File: config.mk
export PLATFORM = sky130hd
export DESIGN_NAME = byte_order_test_pattern_pixel_flat
export DESIGN_NICKNAME = d
export VERILOG_FILES = /design/src/design/botp_pkg.sv /design/src/design/botp_if.sv /design/src/design/byte_order_test_pattern_pixel.sv /design/src/flat_wrapper.sv
export SDC_FILE = /design/constraint.sdc
export NUM_CORES = 1
export LEC_CHECK = 0
export BUFFER_PORTS_ARGS = -buffer_cell sky130_fd_sc_hd__clkbuf_2
export CORE_MARGIN = 1.5
export CORE_UTILIZATION = 25
export CTS_CLUSTER_SIZE = 40
export DETAILED_ROUTE_END_ITERATION = 8
export PLACE_DENSITY = 0.51
export SLEW_MARGIN = 0
export SYNTH_ARGS = -nofsm -noshare
export SYNTH_HDL_FRONTEND = slang
export SYNTH_SLANG_ARGS = --single-unit
File: constraint.sdc
create_clock -name i_clk -period 9.51 [get_ports i_clk]
set_input_delay 1.4265 -clock i_clk [delete_from_list [all_inputs] [get_ports i_clk]]
set_output_delay 1.4265 -clock i_clk [all_outputs]
set_load 0.01 [all_outputs]
File: src/design/botp_pkg.sv
// ----------------------------------------------------------------------------
// botp_pkg - shared definitions for the byte order test pattern pixel block
// Field widths, register indexes, pattern constants and the color/pack helpers.
// ----------------------------------------------------------------------------
package botp_pkg;

    localparam int PIX_W      = 10;
    localparam int BYTES_W    = 32;
    localparam int CH_W       = 8;
    localparam int CFG_IDX_W  = 1;
    localparam int CFG_DATA_W = 3;

    // register indexes
    localparam logic [CFG_IDX_W-1:0] REG_DEPTH_MODE   = 1'd0;
    localparam logic [CFG_IDX_W-1:0] REG_COLUMN_COUNT = 1'd1;

    // depth mode codes
    localparam logic DEPTH_16 = 1'b0;
    localparam logic DEPTH_32 = 1'b1;

    // default geometry
    localparam int DEF_SCREEN_WIDTH      = 1024;
    localparam int DEF_SCREEN_HEIGHT     = 768;
    localparam int DEF_MARKER_STRIP_ROWS = 64;
    localparam int DEF_COLUMN_GAP        = 8;

    // marker squares
    localparam int MARK_Y0    = 16;
    localparam int MARK_Y1    = 48;
    localparam int MARK_X0    = 16;
    localparam int MARK_PITCH = 48;
    localparam int MARK_SIZE  = 32;
    localparam int MAX_COLS   = 4;

    localparam int CH_MAX     = 255;
    localparam int BAND_COUNT = 5;

    // ramp divide by reciprocal: numerator is cx*255, at most PIX_W+8 bits
    localparam int NUM_W      = PIX_W + CH_W;
    localparam int RAMP_SHIFT = NUM_W;
    localparam int RECIP_W    = RAMP_SHIFT + 1;

    typedef logic [CH_W-1:0] t_chan;

    typedef struct packed {
        t_chan red;
        t_chan green;
        t_chan blue;
    } t_rgb;

    localparam t_chan CHAN_FULL = CH_W'(CH_MAX);

    // solid bands: red, green, blue, white
    function automatic t_rgb band_color(input logic [1:0] band);
        t_rgb res;
        res = '0;
        case (band)
            2'd0: res.red = CHAN_FULL;
            2'd1: res.green = CHAN_FULL;
            2'd2: res.blue = CHAN_FULL;
            default: res = '{red: CHAN_FULL, green: CHAN_FULL, blue: CHAN_FULL};
        endcase
        return res;
    endfunction

    // byte 0 in bits 7:0
    function automatic logic [BYTES_W-1:0] pack_pixel(input logic depth,
                                                      input logic [1:0] col,
                                                      input t_rgb c);
        logic [15:0]        w;
        logic [BYTES_W-1:0] res;
        w = {c.red[7:3], c.green[7:2], c.blue[7:3]};
        if (depth == DEPTH_16) begin
            res = (col == 2'd0) ? {16'd0, w} : {16'd0, w[7:0], w[15:8]};
        end else begin
            case (col)
                2'd0: res = {8'd0, c.red, c.green, c.blue};
                2'd1: res = {c.blue, c.green, c.red, 8'd0};
                2'd2: res = {8'd0, c.blue, c.green, c.red};
                default: res = {c.red, c.green, c.blue, 8'd0};
            endcase
        end
        return res;
    endfunction

endpackage

File: src/design/botp_if.sv
// ----------------------------------------------------------------------------
// botp_if - channel interfaces of the test pattern pixel block
// Pixel coordinate in, packed pixel out, and the register write channel.
// ----------------------------------------------------------------------------
interface botp_in_if;
    import botp_pkg::*;
    logic             valid;
    logic             ready;
    logic [PIX_W-1:0] pixel_x;
    logic [PIX_W-1:0] pixel_y;
    modport source(output valid, output pixel_x, output pixel_y, input ready);
    modport sink(input valid, input pixel_x, input pixel_y, output ready);
endinterface

interface botp_out_if;
    import botp_pkg::*;
    logic               valid;
    logic               ready;
    logic [BYTES_W-1:0] pixel_bytes;
    logic [CH_W-1:0]    red;
    logic [CH_W-1:0]    green;
    logic [CH_W-1:0]    blue;
    modport source(output valid, output pixel_bytes, output red, output green,
                   output blue, input ready);
    modport sink(input valid, input pixel_bytes, input red, input green,
                 input blue, output ready);
endinterface

interface botp_cfg_if;
    import botp_pkg::*;
    logic                  valid;
    logic                  ready;
    logic [CFG_IDX_W-1:0]  index;
    logic [CFG_DATA_W-1:0] data;
    modport source(output valid, output index, output data, input ready);
    modport sink(input valid, input index, input data, output ready);
endinterface

File: src/design/byte_order_test_pattern_pixel.sv
// ----------------------------------------------------------------------------
// byte_order_test_pattern_pixel - test pattern pixel generator
// Maps a pixel coordinate to its color and packed bytes (RGB565 or 32 bpp,
// byte order chosen per picture column).
// ----------------------------------------------------------------------------
//  channel  | dir | payload                          | accepted when
//  i_pix    | in  | pixel_x, pixel_y                 | valid && ready
//  o_pix    | out | pixel_bytes, red, green, blue    | valid && ready
//  i_cfg    | in  | index, data                      | valid && ready (ready=1)
//
//  One item per clock while o_pix is not stalled; items cross six register
//  stages (column find, column offset, marker/scale, reciprocal multiply,
//  back multiply, correct and pack). Stage 6 is the output register.
//  Reset clears valid bits, depth_mode to 16 bpp, column_count to 2.
//  A stall backs up stage by stage; empty stages still take items.
// ----------------------------------------------------------------------------
module byte_order_test_pattern_pixel #(
    parameter int SCREEN_WIDTH      = botp_pkg::DEF_SCREEN_WIDTH,
    parameter int SCREEN_HEIGHT     = botp_pkg::DEF_SCREEN_HEIGHT,
    parameter int MARKER_STRIP_ROWS = botp_pkg::DEF_MARKER_STRIP_ROWS,
    parameter int COLUMN_GAP        = botp_pkg::DEF_COLUMN_GAP
) (
    input  logic       i_clk,
    input  logic       i_rst_n,
    botp_cfg_if.sink   i_cfg,
    botp_in_if.sink    i_pix,
    botp_out_if.source o_pix
);
    import botp_pkg::*;

    localparam int NST = 6;

    // column geometry per column count
    localparam int CWS1 = SCREEN_WIDTH;
    localparam int CWS2 = (SCREEN_WIDTH - COLUMN_GAP) / 2;
    localparam int CWS3 = (SCREEN_WIDTH - 2 * COLUMN_GAP) / 3;
    localparam int CWS4 = (SCREEN_WIDTH - 3 * COLUMN_GAP) / 4;
    localparam int CW1  = (CWS1 > 0) ? CWS1 : 1;
    localparam int CW2  = (CWS2 > 0) ? CWS2 : 1;
    localparam int CW3  = (CWS3 > 0) ? CWS3 : 1;
    localparam int CW4  = (CWS4 > 0) ? CWS4 : 1;
    localparam int D1   = (CW1 >= 2) ? CW1 - 1 : 1;
    localparam int D2   = (CW2 >= 2) ? CW2 - 1 : 1;
    localparam int D3   = (CW3 >= 2) ? CW3 - 1 : 1;
    localparam int D4   = (CW4 >= 2) ? CW4 - 1 : 1;

    localparam int XW0 = $clog2(MAX_COLS * (SCREEN_WIDTH + COLUMN_GAP) + 1);
    localparam int XCW = (XW0 > PIX_W) ? XW0 : PIX_W;
    localparam int YW0 = $clog2(SCREEN_HEIGHT + 1);
    localparam int YCW = (YW0 > PIX_W) ? YW0 : PIX_W;
    localparam int DW  = $clog2(SCREEN_WIDTH + 1);
    localparam int BH  = SCREEN_HEIGHT - MARKER_STRIP_ROWS;

    localparam logic [XCW-1:0] T_CW [MAX_COLS] =
        '{XCW'(CW1), XCW'(CW2), XCW'(CW3), XCW'(CW4)};
    localparam logic [XCW-1:0] T_PITCH [MAX_COLS] =
        '{XCW'(CW1 + COLUMN_GAP), XCW'(CW2 + COLUMN_GAP),
          XCW'(CW3 + COLUMN_GAP), XCW'(CW4 + COLUMN_GAP)};
    localparam logic T_OK [MAX_COLS] = '{CWS1 > 0, CWS2 > 0, CWS3 > 0, CWS4 > 0};
    localparam logic T_RAMP [MAX_COLS] = '{CW1 >= 2, CW2 >= 2, CW3 >= 2, CW4 >= 2};
    localparam logic [DW-1:0] T_D [MAX_COLS] = '{DW'(D1), DW'(D2), DW'(D3), DW'(D4)};
    localparam logic [RECIP_W-1:0] T_R [MAX_COLS] =
        '{RECIP_W'((1 << RAMP_SHIFT) / D1), RECIP_W'((1 << RAMP_SHIFT) / D2),
          RECIP_W'((1 << RAMP_SHIFT) / D3), RECIP_W'((1 << RAMP_SHIFT) / D4)};
    // first row of bands 1..4: MARKER + ceil(k*BH/5)
    localparam logic [YCW-1:0] T_BAND [BAND_COUNT-1] =
        '{YCW'(MARKER_STRIP_ROWS + (1 * BH + BAND_COUNT - 1) / BAND_COUNT),
          YCW'(MARKER_STRIP_ROWS + (2 * BH + BAND_COUNT - 1) / BAND_COUNT),
          YCW'(MARKER_STRIP_ROWS + (3 * BH + BAND_COUNT - 1) / BAND_COUNT),
          YCW'(MARKER_STRIP_ROWS + (4 * BH + BAND_COUNT - 1) / BAND_COUNT)};

    // configuration
    logic       r_depth;
    logic [1:0] r_nsel;     // column count minus one, clamped

    // pipeline control
    logic [NST:1] r_v;
    logic [NST:1] en;

    // stage 1
    logic [PIX_W-1:0] r1_x;
    logic [1:0]       r1_col;
    logic             r1_black, r1_top, r1_ymark;
    logic [2:0]       r1_band;
    // stage 2
    logic [PIX_W-1:0] r2_cx;
    logic [1:0]       r2_col;
    logic             r2_black, r2_top, r2_ymark;
    logic [2:0]       r2_band;
    // stage 3
    logic [NUM_W-1:0] r3_num;
    logic [1:0]       r3_col;
    logic             r3_black, r3_top, r3_mark;
    logic [2:0]       r3_band;
    // stage 4
    logic [CH_W-1:0]  r4_q;
    logic [NUM_W-1:0] r4_num;
    logic [1:0]       r4_col;
    logic             r4_black, r4_top, r4_mark;
    logic [2:0]       r4_band;
    // stage 5
    logic [NUM_W-1:0] r5_t;
    logic [CH_W-1:0]  r5_q;
    logic [NUM_W-1:0] r5_num;
    logic [1:0]       r5_col;
    logic             r5_black, r5_top, r5_mark;
    logic [2:0]       r5_band;
    // stage 6 (output)
    logic [BYTES_W-1:0] r6_bytes;
    t_rgb               r6_rgb;

    // ---- configuration port ----
    assign i_cfg.ready = 1'b1;

    always_ff @(posedge i_clk) begin
        if (!i_rst_n) begin
            r_depth <= DEPTH_16;
            r_nsel  <= 2'd1;
        end else if (i_cfg.valid) begin
            unique case (i_cfg.index)
                REG_DEPTH_MODE: r_depth <= i_cfg.data[0];
                REG_COLUMN_COUNT: begin
                    if (i_cfg.data == '0)
                        r_nsel <= 2'd0;
                    else if (i_cfg.data > CFG_DATA_W'(MAX_COLS))
                        r_nsel <= 2'(MAX_COLS - 1);
                    else
                        r_nsel <= 2'(i_cfg.data - CFG_DATA_W'(1));
                end
            endcase
        end
    end

    // ---- stage enables: a stage loads when empty or when it drains ----
    always_comb begin
        en[NST] = !r_v[NST] || o_pix.ready;
        for (int k = NST - 1; k >= 1; k--) begin
            en[k] = !r_v[k] || en[k+1];
        end
    end

    assign i_pix.ready = en[1];

    always_ff @(posedge i_clk) begin
        if (!i_rst_n) begin
            r_v <= '0;
        end else begin
            if (en[1]) r_v[1] <= i_pix.valid;
            for (int k = 2; k <= NST; k++) begin
                if (en[k]) r_v[k] <= r_v[k-1];
            end
        end
    end

    // ---- stage 1: column index, off-screen, band ----
    logic [XCW-1:0] s1_x, s1_p, s1_p2, s1_p3, s1_pn;
    logic [YCW-1:0] s1_y;
    logic [2:0]     s1_band;

    always_comb begin
        s1_x  = XCW'(i_pix.pixel_x);
        s1_y  = YCW'(i_pix.pixel_y);
        s1_p  = T_PITCH[r_nsel];
        s1_p2 = s1_p << 1;
        s1_p3 = s1_p + (s1_p << 1);
        case (r_nsel)
            2'd0: s1_pn = s1_p;
            2'd1: s1_pn = s1_p2;
            2'd2: s1_pn = s1_p3;
            default: s1_pn = s1_p << 2;
        endcase
        s1_band = '0;
        for (int k = 0; k < BAND_COUNT - 1; k++) begin
            if (s1_y >= T_BAND[k]) s1_band = s1_band + 3'd1;
        end
    end

    always_ff @(posedge i_clk) begin
        if (en[1]) begin
            r1_x     <= i_pix.pixel_x;
            r1_col   <= 2'(s1_x >= s1_p) + 2'(s1_x >= s1_p2) + 2'(s1_x >= s1_p3);
            r1_black <= (s1_x >= XCW'(SCREEN_WIDTH)) || (s1_y >= YCW'(SCREEN_HEIGHT)) ||
                        !T_OK[r_nsel] || (s1_x >= s1_pn);
            r1_top   <= s1_y < YCW'(MARKER_STRIP_ROWS);
            r1_ymark <= (s1_y >= YCW'(MARK_Y0)) && (s1_y < YCW'(MARK_Y1));
            r1_band  <= s1_band;
        end
    end

    // ---- stage 2: position within the column ----
    logic [XCW-1:0] s2_p, s2_off;

    always_comb begin
        s2_p = T_PITCH[r_nsel];
        case (r1_col)
            2'd0: s2_off = '0;
            2'd1: s2_off = s2_p;
            2'd2: s2_off = s2_p << 1;
            default: s2_off = s2_p + (s2_p << 1);
        endcase
    end

    always_ff @(posedge i_clk) begin
        if (en[2]) begin
            r2_cx    <= PIX_W'(XCW'(r1_x) - s2_off);
            r2_col   <= r1_col;
            r2_black <= r1_black;
            r2_top   <= r1_top;
            r2_ymark <= r1_ymark;
            r2_band  <= r1_band;
        end
    end

    // ---- stage 3: gap test, marker squares, ramp numerator ----
    logic [PIX_W-1:0] s3_d;
    logic             s3_sq;

    always_comb begin
        s3_d  = r2_cx - PIX_W'(MARK_X0);
        s3_sq = 1'b0;
        // square k exists only for columns k and above
        for (int k = 0; k < MAX_COLS; k++) begin
            if ((2'(k) <= r2_col) && (s3_d >= PIX_W'(k * MARK_PITCH)) &&
                (s3_d < PIX_W'(k * MARK_PITCH + MARK_SIZE)))
                s3_sq = 1'b1;
        end
    end

    always_ff @(posedge i_clk) begin
        if (en[3]) begin
            r3_num   <= NUM_W'({r2_cx, 8'd0}) - NUM_W'(r2_cx);
            r3_col   <= r2_col;
            r3_black <= r2_black || (XCW'(r2_cx) >= T_CW[r_nsel]);
            r3_top   <= r2_top;
            r3_mark  <= r2_ymark && (r2_cx >= PIX_W'(MARK_X0)) && s3_sq;
            r3_band  <= r2_band;
        end
    end

    // ---- stage 4: quotient estimate, low by at most one ----
    logic [NUM_W+RECIP_W-1:0] s4_prod;

    assign s4_prod = (NUM_W + RECIP_W)'(r3_num) * (NUM_W + RECIP_W)'(T_R[r_nsel]);

    always_ff @(posedge i_clk) begin
        if (en[4]) begin
            r4_q     <= s4_prod[RAMP_SHIFT +: CH_W];
            r4_num   <= r3_num;
            r4_col   <= r3_col;
            r4_black <= r3_black;
            r4_top   <= r3_top;
            r4_mark  <= r3_mark;
            r4_band  <= r3_band;
        end
    end

    // ---- stage 5: back multiply ----
    always_ff @(posedge i_clk) begin
        if (en[5]) begin
            r5_t     <= NUM_W'(r4_q) * NUM_W'(T_D[r_nsel]);
            r5_q     <= r4_q;
            r5_num   <= r4_num;
            r5_col   <= r4_col;
            r5_black <= r4_black;
            r5_top   <= r4_top;
            r5_mark  <= r4_mark;
            r5_band  <= r4_band;
        end
    end

    // ---- stage 6: correct quotient, pick color, pack ----
    logic [NUM_W-1:0] s6_rem;
    t_chan            s6_ramp;
    t_rgb             s6_rgb;

    always_comb begin
        s6_rem  = r5_num - r5_t;
        s6_ramp = r5_q + CH_W'(s6_rem >= NUM_W'(T_D[r_nsel]));
        if (r5_black) begin
            s6_rgb = '0;
        end else if (r5_top) begin
            s6_rgb = r5_mark ? '{red: CHAN_FULL, green: CHAN_FULL, blue: CHAN_FULL} : '0;
        end else if (r5_band != 3'(BAND_COUNT - 1)) begin
            s6_rgb = band_color(r5_band[1:0]);
        end else if (T_RAMP[r_nsel]) begin
            s6_rgb = '{red: s6_ramp, green: s6_ramp, blue: s6_ramp};
        end else begin
            s6_rgb = '0;
        end
    end

    always_ff @(posedge i_clk) begin
        if (en[6]) begin
            r6_rgb   <= s6_rgb;
            r6_bytes <= pack_pixel(r_depth, r5_col, s6_rgb);
        end
    end

    assign o_pix.valid       = r_v[NST];
    assign o_pix.pixel_bytes = r6_bytes;
    assign o_pix.red         = r6_rgb.red;
    assign o_pix.green       = r6_rgb.green;
    assign o_pix.blue        = r6_rgb.blue;

endmodule

File: src/flat_wrapper.sv
// flat-port wrapper written by rule: the top's interface ports become plain ports
module byte_order_test_pattern_pixel_flat import botp_pkg::*;
#(
    parameter int SCREEN_WIDTH      = botp_pkg::DEF_SCREEN_WIDTH,
    parameter int SCREEN_HEIGHT     = botp_pkg::DEF_SCREEN_HEIGHT,
    parameter int MARKER_STRIP_ROWS = botp_pkg::DEF_MARKER_STRIP_ROWS,
    parameter int COLUMN_GAP        = botp_pkg::DEF_COLUMN_GAP
)
  (i_clk, i_rst_n, i_cfg_valid, i_cfg_index, i_cfg_data, i_cfg_ready, i_pix_valid, i_pix_pixel_x, i_pix_pixel_y, i_pix_ready, o_pix_valid, o_pix_pixel_bytes, o_pix_red, o_pix_green, o_pix_blue, o_pix_ready);
  botp_cfg_if i_cfg_i ();
  botp_in_if i_pix_i ();
  botp_out_if o_pix_i ();
  input  logic i_clk;
  input  logic i_rst_n;
  input wire logic [$bits(i_cfg_i.valid)-1:0] i_cfg_valid;
  input wire logic [$bits(i_cfg_i.index)-1:0] i_cfg_index;
  input wire logic [$bits(i_cfg_i.data)-1:0] i_cfg_data;
  output wire logic [$bits(i_cfg_i.ready)-1:0] i_cfg_ready;
  input wire logic [$bits(i_pix_i.valid)-1:0] i_pix_valid;
  input wire logic [$bits(i_pix_i.pixel_x)-1:0] i_pix_pixel_x;
  input wire logic [$bits(i_pix_i.pixel_y)-1:0] i_pix_pixel_y;
  output wire logic [$bits(i_pix_i.ready)-1:0] i_pix_ready;
  output wire logic [$bits(o_pix_i.valid)-1:0] o_pix_valid;
  output wire logic [$bits(o_pix_i.pixel_bytes)-1:0] o_pix_pixel_bytes;
  output wire logic [$bits(o_pix_i.red)-1:0] o_pix_red;
  output wire logic [$bits(o_pix_i.green)-1:0] o_pix_green;
  output wire logic [$bits(o_pix_i.blue)-1:0] o_pix_blue;
  input wire logic [$bits(o_pix_i.ready)-1:0] o_pix_ready;
  assign i_cfg_i.valid = i_cfg_valid;
  assign i_cfg_i.index = i_cfg_index;
  assign i_cfg_i.data = i_cfg_data;
  assign i_cfg_ready = i_cfg_i.ready;
  assign i_pix_i.valid = i_pix_valid;
  assign i_pix_i.pixel_x = i_pix_pixel_x;
  assign i_pix_i.pixel_y = i_pix_pixel_y;
  assign i_pix_ready = i_pix_i.ready;
  assign o_pix_valid = o_pix_i.valid;
  assign o_pix_pixel_bytes = o_pix_i.pixel_bytes;
  assign o_pix_red = o_pix_i.red;
  assign o_pix_green = o_pix_i.green;
  assign o_pix_blue = o_pix_i.blue;
  assign o_pix_i.ready = o_pix_ready;
  byte_order_test_pattern_pixel #(.SCREEN_WIDTH(SCREEN_WIDTH), .SCREEN_HEIGHT(SCREEN_HEIGHT), .MARKER_STRIP_ROWS(MARKER_STRIP_ROWS), .COLUMN_GAP(COLUMN_GAP)) u_core (.i_clk(i_clk), .i_rst_n(i_rst_n), .i_cfg(i_cfg_i), .i_pix(i_pix_i), .o_pix(o_pix_i));
endmodule
# == Word-level counts from Yosys, hierarchy flattened ==
# Cells that the tools add are included.
# classes
bitwise,2
reduce_logical,38
add_sub_neg,12
eq_ne,9
n_lt_le_gt_ge,30
n_mul,2
n_mux,38
# op_table
cell,n
$mux W24,5
$pmux W32 S3,1
$ge A10 B13 Y1,5
$bmux W13 S2,2
$mux W13,4
$pmux W13 S3,1
$bmux W19 S2,1
$mux W19,2
$mux W32,1
$pmux W10 S3,1
$mul A18 B19 Y26,1
$mux W8,3
$bmux W11 S2,1
$mux W11,2
$ge A10 B10 Y1 const B,2
$ge A10 B5 Y1 const B,2
$ge A10 B8 Y1 const B,2
$ge A10 B9 Y1 const B,2
$lt A10 B6 Y1 const B,2
$lt A10 B7 Y1 const B,2
$lt A10 B8 Y1 const B,2
$ge A18 B11 Y1,1
$mul A8 B11 Y18,1
$sub A18 B10 Y18,1
35 further kinds,84
# word_totals
elab_cells,176
reg_bits,213
inputBits,29

# == Depth between registers and ports, before layout ==
# depth
word_depth,12
mapped_depth,27
ltp_nobuf,27

# == Worst setup path before layout ==
# Ideal clock, no wire load.
# synth_path
path_type,register to register
start,register u_core.r_nsel[1]
end,"register u_core.r4_q[6], data pin"
t_arrival_ps,6251
synth_period_minus_slack_ps,6509
slack_ps,3001
n_path_buf,2
path_stages_with_launch,23
setup_ps,258
path_cell_list,dfxtp_1 inv_1 ha_1 inv_1 clkbuf_1 buf_1 nand2_1 fa_1 fa_1 fa_1 inv_1 fa_1 fa_1 ha_1 ha_1 nand2_1 or3_1 o32ai_1 a21oi_1 a2111oi_0 o21a_1 nor2_1 xnor2_1
# synth_between
elab_chain_len,5
# synth_lines
item,line,source
"start, declared",byte_order_test_pattern_pixel.sv:74,logic [1:0] r_nsel;
"start signal, assigned",byte_order_test_pattern_pixel.sv:126,r_nsel <= 2'(MAX_COLS - 1);
"start signal, assigned",byte_order_test_pattern_pixel.sv:128,r_nsel <= 2'(i_cfg.data - CFG_DATA_W'(1));
$not A2 Y3 (not written as such),byte_order_test_pattern_pixel.sv:243,assign s4_prod = (NUM_W + RECIP_W)'(r3_num) * (NUM_W + RECIP_W)'(T_R[r_nsel]);
$bmux W19 S2,byte_order_test_pattern_pixel.sv:243,
$mux W19 (not written as such) (2 in series),byte_order_test_pattern_pixel.sv:243,
$mul A18 B19 Y26,byte_order_test_pattern_pixel.sv:243,
net u_core.s4_prod[24],byte_order_test_pattern_pixel.sv:241,logic [NUM_W+RECIP_W-1:0] s4_prod;
"end signal, assigned",byte_order_test_pattern_pixel.sv:247,r4_q <= s4_prod[RAMP_SHIFT +: CH_W];
"end, declared",byte_order_test_pattern_pixel.sv:96,logic [CH_W-1:0] r4_q;
# The timed path passes the listed nets, and every way through them passes these cells. The select of a mux whose other input is x is not followed.
# A chain may end at the register's enable or synchronous reset.

# == Worst setup path after layout ==
# Ends and elaborated chain as after synthesis.

==> results.py <==
metrics = {
    "setup_path": {
        "r2r-end": "u_core.r4_q[6]$_DFFE_PP_",
        "cp_data_arrival_time_ps": 7770,
        "r2r_slack_ps": 2050,
        "crit_type": "register to register",
        "rr_startpoint": "u_core.r_nsel[1]$_SDFFE_PN0P_",
        "setup.worst_path.end_class": "register",
        "worst_ep_required_time_ps": 9810,
        "worstPathMaxFanout": 27,
        "cp-start-kind": "register",
        "reg2reg_depth": 23,
    },
    "placed_design": {
        "place_hpwl_mm": 33.87,
        "place_congestion": 0.8337,
        "port-buffer-count": 86,
    },
    "synth": {
        "synthFlopType": "edfxtp_1",
        "synth_area_leaders": "edfxtp_1, ha_1, fa_1",
        "synthArstFlopShare_pct": 0,
        "synth_top_cell_area_share_pct": 33.51,
        "synth_largest_area_cell": "edfxtp_1",
        "ys_warn_count": 0,
        "seq_area_frac_synth_pct": 34.50,
        "synth.most_common_cell": "inv_1",
        "synthesis.area_um2": 18190,
        "ys_ff_latch": 212,
        "syn_avg_cell_area_um2": 10.49,
        "synth_edf_count": 203,
        "yosys-top-cells-count": "inv_1, ha_1, edfxtp_1, fa_1, nand2_1",
        "ys_types": 70,
        "synth_fp_nets": 2143,
        "synth_cells": 1734,
    },
    "global_route": {
        "first_global_vias": 12910,
        "grt_usage_pct": 11.67,
        "grt.overflow.total": 0,
        "antenna_found_initial": 3,
        "grt_start_max_net_pins": 57,
        "grt_pass1_wl_mm": 69.82,
    },
    "timing": {
        "post-route-period-util_pct": 78.47,
        "relSlewSlack_pct": 20.19,
        "setup_violations": 0,
        "grt_setup_unrepaired": "no",
        "period_needed_ps": 7462,
        "setup_tns_ps": 0,
        "fin_worst_skew_ps": 29.72,
        "tightestPinTransition_ps": 1197,
        "slew_viol_final": 0,
        "hold_viol": 0,
        "fmax_mhz": 134.0,
    },
    "clock_network": {
        "ctsResizeCount": 0,
        "cts.clk_slew.worst_paths_ps": 60,
        "post_cts_buffers": 0,
        "clk_latency_ps": 560,
        "cts_tree": "yes",
        "cts_buffers": 25,
        "cts_root_buf": "clkbuf_16",
        "cts_max_path_buffers": 3,
        "cts_hold_buf": 0,
        "clock-sinks": 212,
        "h-tree-depth": 1,
    },
    "job": {
        "cap_violations": 0,
    },
    "cells_and_area": {
        "antennaDiodeCount": 0,
        "drive_gt1_share_pct": 8.539,
        "fillers": 7493,
        "syn_to_final_growth_pct": 13.05,
        "fin_nets": 2218,
    },
    "die": {
        "core_um2": 71730,
        "die_x_um": 272.7,
        "io-pin-count": 88,
        "fp-row-count": 98,
        "die_h_um": 272.7,
        "die_area_um2": 74390,
        "start_util_pct": 25.36,
    },
    "routing": {
        "vias": 12520,
        "drt_iter0_drc": 767,
        "drt-total-wl_mm": 43.38,
        "first_pass_iters": 7,
        "routedWlPerCell_um": 15.62,
        "ant_nets": 0,
        "drt-vias-per-instance": 4.507,
        "route.detailed.drc": 0,
    },
    "min_path": {
        "hp-class": "register to register",
        "hold_start": "u_core.r4_num[1]$_DFFE_PP_",
        "min_path_cells": 0,
        "holdPathEnd": "u_core.r5_num[1]$_DFFE_PP_",
    },
    "outcome": {
        "outcome": "complete, no violations",
    },
}
logic make-up (layout without fill, tap and decap cells):
group                    Yosys count  in the layout  synth area share (%)
AND/OR/NAND/NOR                  431            431                 11.81
adder cells (fa/ha/maj)          381            381                 31.85
buffers and inverters            331            424                 6.906
AO/OA/AOI/OAI                    296            296                 10.79
flip-flops                       212            212                 34.50
XOR/XNOR                          65             65                 3.130
multiplexers                      17             17                0.9905
other                              1              1               0.02062
sequential cells by signal (all words and copies together), names as in the netlist, 6 cells and up:
register,flops
u_core.r5_t,17
u_core.r3_num,18
u_core.r4_q,8
u_core.o_pix.red,8
u_core.r5_q,8
u_core.o_pix.blue,8
u_core.r1_x,10
u_core.o_pix.green,8
u_core.r_v,6
u_core.r2_cx,10
u_core.r4_num,18
u_core.o_pix.pixel_bytes,32
u_core.r5_num,18
worst max path at each step:
stage	start	end	depth (start not counted)
3_3_place_gp	u_core.r_nsel[1]$_SDFFE_PN0P_	u_core.r4_q[6]$_DFFE_PP_	23
6_report	u_core.r_nsel[1]$_SDFFE_PN0P_	u_core.r4_q[6]$_DFFE_PP_	23
4_1_cts	u_core.r_nsel[1]$_SDFFE_PN0P_	u_core.r4_q[6]$_DFFE_PP_	23
2_1_floorplan	u_core.r_nsel[1]$_SDFFE_PN0P_	u_core.r4_q[6]$_DFFE_PP_	22
3_5_place_dp	u_core.r_nsel[1]$_SDFFE_PN0P_	u_core.r4_q[6]$_DFFE_PP_	23
5_1_grt	u_core.r_nsel[1]$_SDFFE_PN0P_	u_core.r4_q[7]$_DFFE_PP_	23
cell type report:
class | instances | area [um2] | area share [%]
well taps | 950 | 1189 | 5.780
clock inverters | 12 | 151.4 | 0.7362
clock buffers | 33 | 708.2 | 3.444
repair buffers | 99 | 528.0 | 2.568
inverters | 280 | 1051 | 5.111
flip-flops and latches | 212 | 6276 | 30.52
multi-input cells | 1191 | 10660 | 51.84
placed cells by master, fill, tap and decap left out, types with 27 or more instances in the layout:
| cell type | count |
|---|---|
| inv_1 | 278 |
| ha_1 | 243 |
| edfxtp_1 | 203 |
| fa_1 | 137 |
| nand2_1 | 109 |
| nor2_1 | 89 |
| clkbuf_2 | 86 |
| a21oi_1 | 79 |
| and2_1 | 65 |
| nor2b_1 | 52 |
| xnor2_1 | 50 |
| o21ai_0 | 44 |
| nor3_1 | 34 |
| clkbuf_16 | 27 |
metal layers:
metal	global-route usage, %	wire length, um	up-vias
met4	2.544	855	0
met1	15.85	20050	6156
li1	-	-	6066
met5	0	0	-
met3	1.582	1692	51
met2	19.68	20780	244
per-stage QoR:
step	util, %	std cells	hold slack (ps)	setup WS (ps)	cell area, um2
floorplan	-	1734	400.3	3001	18190
global placement	27.47	2732	401.2	2279	19700
detailed placement	27.47	2732	405.2	2078	19700
CTS	28.67	2777	386.3	2099	20560
global route	28.67	2777	383.5	1532	20560
finish	28.67	2777	390.3	2048	20560
critical path, cell delays in order, from the launching register on:
cell and delay [ps]:
dfxtp_1 650, buf_4 260, ha_1 880, nand2_1 210, inv_1 140, fa_1 420, ha_1 300, inv_1 50
fa_1 540, inv_1 60, fa_1 510, fa_1 550, inv_1 60, fa_1 530, inv_1 40, ha_1 290
nand2_1 60, or3_1 360, o32ai_1 260, a21oi_1 140, a2111oi_0 550, o21a_1 200, nor2_1 50, xnor2_1 120
Power is left out: the tool's default activity adds up to more than one toggle a clock period on the data nets, which glitch-free logic cannot reach.
